--- src/design/fnvlp_pkg.sv ---
// Shared constants, codes and types of the FNV-1a linear-probe hash table.
package fnvlp_pkg;

    localparam int C_SLOT_COUNT = 8192;
    localparam int C_SLOT_W     = $clog2(C_SLOT_COUNT);
    localparam int C_COUNT_W    = $clog2(C_SLOT_COUNT + 1);
    localparam int C_KEY_W      = 32;
    localparam int C_HANDLE_W   = 32;
    localparam int C_IDX_W      = 13;

    localparam logic [31:0] C_FNV_PRIME = 32'h0100_0193;
    localparam logic [31:0] C_FNV_BASIS = 32'h811C_9DC5;

    typedef logic [C_SLOT_W-1:0] t_slot;

    typedef enum logic [1:0] {
        ACT_INSERT = 2'd0,
        ACT_REMOVE = 2'd1,
        ACT_LOOKUP = 2'd2
    } t_action;

    typedef enum logic [1:0] {
        ST_DONE      = 2'd0,
        ST_NOT_FOUND = 2'd1,
        ST_FULL      = 2'd2
    } t_status;

    typedef struct packed {
        logic                  valid;
        logic [C_KEY_W-1:0]    key;
        logic [C_HANDLE_W-1:0] handle;
    } t_entry;

    typedef struct packed {
        logic   wr_en;
        t_slot  wr_addr;
        t_entry wr_data;
        t_slot  rd_addr;
    } t_mem_req;

endpackage

--- src/design/fnvlp_hash.sv ---
// Byte-serial FNV-1a hash of a 32-bit key, one byte per clock, low byte first.
module fnvlp_hash (
    input  logic        i_clk,
    input  logic        i_rst_n,
    input  logic        i_start,
    input  logic [31:0] i_key,
    output logic        o_done,
    output logic [31:0] o_hash
);

    logic        r_run;
    logic        r_done;
    logic [1:0]  r_cnt;
    logic [31:0] r_key;
    logic [31:0] r_h;
    logic [31:0] w_mix;
    logic [31:0] w_prod;

    assign w_mix  = r_h ^ {24'd0, r_key[7:0]};
    assign w_prod = w_mix * fnvlp_pkg::C_FNV_PRIME;

    always_ff @(posedge i_clk) begin
        if (!i_rst_n) begin
            r_run  <= 1'b0;
            r_done <= 1'b0;
            r_cnt  <= 2'd0;
        end else begin
            r_done <= 1'b0;
            if (i_start) begin
                r_run <= 1'b1;
                r_cnt <= 2'd0;
                r_key <= i_key;
                r_h   <= fnvlp_pkg::C_FNV_BASIS;
            end else if (r_run) begin
                r_h   <= w_prod;
                r_key <= {8'd0, r_key[31:8]};
                r_cnt <= r_cnt + 2'd1;
                if (r_cnt == 2'd3) begin
                    r_run  <= 1'b0;
                    r_done <= 1'b1;
                end
            end
        end
    end

    assign o_done = r_done;
    assign o_hash = r_h;

endmodule

--- config.mk ---
export PLATFORM = sky130hd
export DESIGN_NAME = fnvlp_hash
export DESIGN_NICKNAME = d
export VERILOG_FILES = /design/src/design/fnvlp_pkg.sv /design/src/design/fnvlp_hash.sv
export SDC_FILE = /design/constraint.sdc
export NUM_CORES = 1
export LEC_CHECK = 0
export BUFFER_PORTS_ARGS = -buffer_cell sky130_fd_sc_hd__buf_2
export CORE_MARGIN = 1
export CORE_UTILIZATION = 55
export DETAILED_ROUTE_END_ITERATION = 16
export PLACE_DENSITY = 0.75
export SKIP_CTS_REPAIR_TIMING = 1
export SYNTH_ARGS = -nofsm -noshare
export SYNTH_HDL_FRONTEND = slang
export SYNTH_SLANG_ARGS = --single-unit
--- constraint.sdc ---
create_clock -name i_clk -period 16.35 [get_ports i_clk]
set_clock_uncertainty 0.05 [all_clocks]
set_input_delay 2.4525 -clock i_clk [delete_from_list [all_inputs] [get_ports i_clk]]
set_output_delay 2.4525 -clock i_clk [all_outputs]
set_load 0.03 [all_outputs]
==> impl_results.md, run 1 <==
- Synthesized area: 8460 um^2
- Area of the multi-input gates: between 5000 and 6000 um^2
- Post-route antenna net violation count: 0
- Starting Density: between 50% and 60%
- Antenna violations before repair: 0
- Number of synthesized register bits: 68
- Most common flop cell mapped by yosys: edfxtp_1
- Count of cell types in the netlist: 56
- Clk slew on worst S/H paths: 0.06 ns
- Io pins: 68
- Number of diodes: 0
- RSZ-0062 raised after global routing: false
- Synth async-reset ratio: 0%
- DPL Wire Length: 13.1 mm
- Initial DRC count: approximately 240
- Fill cells: between 1000 and 1500
- Layout cells sized above 1: about 15%
- Final Critical Period: 6.00 ns
- Worst-margin pin slew: 1.02 ns
- Clock Latency Late Sink: 0.35 ns
- Finished Cell Area: 9140 um^2
- Avg Cell Area, Syn: 10.7 um^2
- Pre-antenna DRT Iters: 4
- Kind of start point of the critical path: flop
- FF+latch area: 2000 um^2
- EDFF count, synth: 64
- Outcome: complete, no violations
- Final net count: 1128
- Vias per cell: between 5 and 6
- CTS Buf Count: 9
- Height of the chip: 126 um
- CP max FO: 7
- Worst Path Arrival: 6.02 ns
- IO buf count: 67
- FP Rows: 44
- Hold Vio Cnt, Final: 0
- Die Wd: approximately 130 um
- Grt total ovfl: 0
- CP Capture Type: flop
- Cell area after placement: 8830 um^2
- Post-Synthesis Cells: 788
- Syn Nets: 1080
- Slew headroom: 31.7%
- First-pass GRT wire length: 27.8 mm
- Min-Delay Path Class: reg2reg
- Area growth, synth to finish: 8.08%
- Yosys warnings: 0
- Die area: 15900 um^2
- Setup CP Type: reg2reg
- TritonCTS clock tree: yes
- Post-route setup TNS: 0 ns
- Core area: 14800 um^2
- DRC errors left: 0
- Final WL: 16.6 mm
- Number of global-route vias before repair: 5697
- Max-slew violation count: 0
- Total track usage: 22.7%
- Pin count of the biggest net entering global routing: between 60 and 70
- Worst Path Required: roughly 16 ns
- Most common cell after layout, fill and taps aside: ha_1
- Placer Congestion: 0.905
- Drt wl/cell: 16.2 um
- Final period utilization: 36.7%
- Setup violators final: 0
- Peak Freq: roughly 170 MHz
- H-tree depth: 3
- Clk buf depth: 2
- Number of max-cap violations: 0
- CTS root buf: clkbuf_16
- Commonest cells after routing, fill and taps aside: ha_1, inv_1, fa_1, buf_2, edfxtp_1
- Vias: 5442
- Seq/Total Area, Yosys: 23.7%
- Clk sink count: 68
-- state kept, by name (all words and copies together), names as in the netlist --
register  flops
r_cnt         2
o_hash       32
o_done        1
r_run         1
r_key        32
-- synth_stat cells (all sizes together) (2+ instances only) --
library cell | n | share of area, %
ha | 183 | 27
inv | 177 | 7.9
fa | 74 | 18
edfxtp | 64 | 23
nand2 | 31 | 1.4
nor2 | 29 | 1.3
xnor2 | 29 | 3.0
buf | 27 | 2.3
xor2 | 27 | 2.8
mux2 | 25 | 3.3
a21oi | 21 | 1.4
o21ai | 13 | 0.90
and2 | 11 | 0.81
a21o | 8 | 0.73
o21a | 8 | 0.73
clkbuf | 6 | 0.27
nand2b | 5 | 0.37
nand4 | 5 | 0.52
dfxtp | 4 | 0.95
nor2b | 4 | 0.30
nor3 | 4 | 0.30
a211o | 3 | 0.31
o41ai | 3 | 0.40
a211oi | 2 | 0.24
a31oi | 2 | 0.15
o211ai | 2 | 0.18
o21bai | 2 | 0.18
o31ai | 2 | 0.34
or2 | 2 | 0.15
-- kinds of logic after synthesis --
kind of cell	Yosys count	share of synthesized area (%)
XOR/XNOR	56	5.80
multiplexers	26	3.45
flip-flops	68	23.7
AND/OR/NAND/NOR	97	5.64
AO/OA/AOI/OAI	74	6.42
adder cells (fa/ha/maj)	257	44.6
buffers and inverters	210	10.4
-- per-layer routing --
metal / track usage (%) / part of all wire (%) / vias to the layer above
li1: - / - / 2663
met1: 29.3 / 44 / 2632
met2: 39.0 / 50 / 119
met3: 3.23 / 4.1 / 28
met4: 8.15 / 2.2 / 0
met5: 0 / 0 / -
-- per-stage QoR --
step           instances  setup slack [ns]  util [%]  hold slack [ns]
6_report            1025             10.35      61.9            0.458
3_5_place_dp        1009             10.38      59.8            0.439
5_1_grt             1025             10.07      61.9            0.494
2_1_floorplan        788             10.94         -            0.411
3_3_place_gp        1009             10.40      59.8            0.432
4_1_cts             1025             10.34      61.9            0.453
-- critical path, stage by stage, from the launching register on --
cell      delay, ns
edfxtp_1       0.37
xor2_1         0.82
ha_1           0.39
ha_1           0.30
fa_1           0.44
ha_1           0.23
fa_1           0.55
ha_1           0.14
inv_1          0.05
fa_1           0.49
inv_1          0.04
ha_1           0.42
nand4_2        0.21
or3_1          0.36
a211o_1        0.31
a21oi_2        0.21
o41ai_2        0.09
xnor2_1        0.19
nand2_1        0.07
-- area by class of cell --
cell class	count	area share, %
timing repair buffer	70	3.92
tap	184	2.52
clock inverter	7	0.931
sequential	68	21.9
inverter	177	7.27
clock buffer	9	2.46
multi-input combinational	510	61.0
-- final timing paths --
kind,startpoint,endpoint,slack (ns),depth (start not counted)
min reg2reg,r_run$_SDFF_PN0_,o_done$_SDFF_PP0_,0.46,2
max reg2reg,r_key[7]$_DFFE_PP_,o_hash[31]$_SDFFCE_PP1P_,10.35,18
min,r_run$_SDFF_PN0_,o_done$_SDFF_PP0_,0.46,2
max,r_key[7]$_DFFE_PP_,o_hash[31]$_SDFFCE_PP1P_,10.35,18
Power of run 1 is left out: the tool's default activity adds up to more than one toggle a clock period on the data nets, which glitch-free logic cannot reach.
==> inputs of run 2 (changes only) <==
==> constraint.sdc (replaced) <==
create_clock -name i_clk -period 6.2 [get_ports i_clk]
set_clock_uncertainty 0.05 [all_clocks]
set_input_delay 0.93 -clock i_clk [delete_from_list [all_inputs] [get_ports i_clk]]
set_output_delay 0.93 -clock i_clk [all_outputs]
set_load 0.03 [all_outputs]
==> impl_results.md, run 2 (synthesis gave the netlist of run 1 again) <==
- Clk sink count: 68 (unchanged)
- Pin count of the biggest net entering global routing: 54 (-18%)
- Pre-antenna DRT Iters: 4 (unchanged)
- H-tree depth: 3 (unchanged)
- Io pins: 68 (unchanged)
- Starting Density: 57.3% (unchanged)
- Clock Latency Late Sink: 0.33 ns (-0.02 ns)
- IO buf count: 67 (unchanged)
- Min-Delay Path Class: reg2reg
- Slew headroom: 53.0% (+21 points)
- Outcome: complete, no violations
- DPL Wire Length: 13.8 mm (+5.3%)
- Met1 Use GR: 29.3% (about the same)
- Vias: 5460 (+0.33%)
- Max-slew violation count: 0 (unchanged)
- Worst Path Arrival: 5.85 ns (-0.17 ns)
- Grt total ovfl: 0 (unchanged)
- Commonest cells after routing, fill and taps aside: ha_1, inv_1, fa_1, buf_2, edfxtp_1
- Crit-path slowest cell: fa_1
- Final net count: 1138 (+0.89%)
- Area growth, synth to finish: 8.94%
- FP Rows: 44 (unchanged)
- RSZ-0062 raised after global routing: false
- Post-route setup TNS: 0 ns (unchanged)
- Layout cells sized above 1: 16.3% (+0.99 points)
- CTS root buf: clkbuf_16
- Height of the chip: 126 um (unchanged)
- Antenna violations before repair: 0 (unchanged)
- Post-route antenna net violation count: 0 (unchanged)
- Met2 GRT Util: 39.9% (+0.91 points)
- Final period utilization: 94.1% (+57 points)
- Number of diodes: 0 (unchanged)
- CTS Buf Count: 9 (unchanged)
- Buf+Inv Stages, Crit Path: 3 (+1)
- Setup CP Type: reg2reg
- Setup violators final: 0 (unchanged)
- Final Critical Period: 5.84 ns (-0.161 ns)
- DRC errors left: 0 (unchanged)
- Kind of start point of the critical path: flop
- Worst-path cell chain: xnor2_1 > inv_1 > and2_1 > ha_1 > fa_1 > ha_1 > fa_1 > ha_1 > inv_1 > fa_1 > inv_1 > ha_1 > nand3_1 > nor2_1 > a21oi_1 > a211o_1 > or3b_1 > a21oi_1 > xor2_1 > nor2_1
- CP max FO: 5 (-2)
- Vias per cell: 5.28 (-0.64%)
- Core area: 14800 um^2 (unchanged)
- Die area: 15900 um^2 (unchanged)
- Number of max-cap violations: 0 (unchanged)
- Initial DRC count: 234 (-1.3%)
- Cell repeated most along the worst path: ha_1
- Die Wd: 126 um (unchanged)
- GRT Max-Usage Layer: met2
- First-pass GRT wire length: 27.8 mm (+0.22%)
- Clk buf depth: 2 (unchanged)
- CP max stage delay: 0.53 ns (-0.29 ns)
- Final WL: 16.6 mm (-0.15%)
- Crit path max-delay family: adder cells
- Hold Vio Cnt, Final: 0 (unchanged)
- Total track usage: 22.7% (-0.070 points)
- CP Capture Type: flop
- Number of global-route vias before repair: 5688 (-0.16%)
- Worst Path Required: 6.21 ns (-10.16 ns)
- Met3 usage: 3.31% (+0.085 points)
- TritonCTS clock tree: yes
- Clk slew on worst S/H paths: 0.06 ns (about the same)
- Worst-margin pin slew: 0.705 ns (-0.317 ns)
- Peak Freq: 171 MHz (+2.8%)
- Placer Congestion: 0.876 (-3.2%)
- Most common cell after layout, fill and taps aside: ha_1
- Drt wl/cell: 16.0 um (-1.1%)
## run 2: through the flow
step | cells | worst slack [ns] | utilization (%) | cell area, um^2 | hold slack, ns
after floorplan | 788 | 0.787 | - | 8460 | 0.411
after global placement | 1019 | 0.395 | 60.3 | 8900 | 0.428
after detailed placement | 1019 | 0.373 | 60.3 | 8900 | 0.443
after CTS | 1035 | 0.346 | 62.4 | 9210 | 0.458
after global routing | 1035 | 0.0491 | 62.4 | 9210 | 0.492
final | 1035 | 0.363 | 62.4 | 9210 | 0.459
## run 2: worst register-to-register path, stage by stage (launching register included)
cell	delay (ns)
edfxtp_1	0.40
xnor2_1	0.45
inv_1	0.28
and2_1	0.23
ha_1	0.30
fa_1	0.44
ha_1	0.21
fa_1	0.48
ha_1	0.29
inv_1	0.05
fa_1	0.53
inv_1	0.05
ha_1	0.34
nand3_1	0.14
nor2_1	0.06
a21oi_1	0.30
a211o_1	0.23
or3b_1	0.35
a21oi_1	0.17
xor2_1	0.16
nor2_1	0.06
## run 2: worst paths after layout
path | slack [ns] | cells past startpoint | end | from
worst max-delay path | 0.36 | 20 | o_hash[27]$_SDFFCE_PP0P_ | o_hash[6]$_SDFFCE_PP1P_
worst min-delay path | 0.46 | 2 | r_cnt[1]$_SDFFE_PP0P_ | r_cnt[1]$_SDFFE_PP0P_
worst max register to register | 0.36 | 20 | o_hash[27]$_SDFFCE_PP0P_ | o_hash[6]$_SDFFCE_PP1P_
worst min register to register | 0.46 | 2 | r_cnt[1]$_SDFFE_PP0P_ | r_cnt[1]$_SDFFE_PP0P_
## run 2: final cells by class
cell class / count / area [um^2]
sequential: 68 / 2000
inverter: 177 / 664
multi-input combinational: 510 / 5570
fill: 1196 / 5540
tap: 184 / 230
clock inverter: 7 / 82.6
clock buffer: 9 / 225
timing repair buffer: 80 / 433
## run 2: layer usage
metal / wire length (um) / part of all wire, % / vias up
li1: - / - / 2683
met1: 7450 / 45 / 2647
met2: 8260 / 50 / 104
met3: 483 / 2.9 / 26
met4: 378 / 2.3 / 0
met5: 0 / 0 / -
Power of run 2 is left out for the same reason.
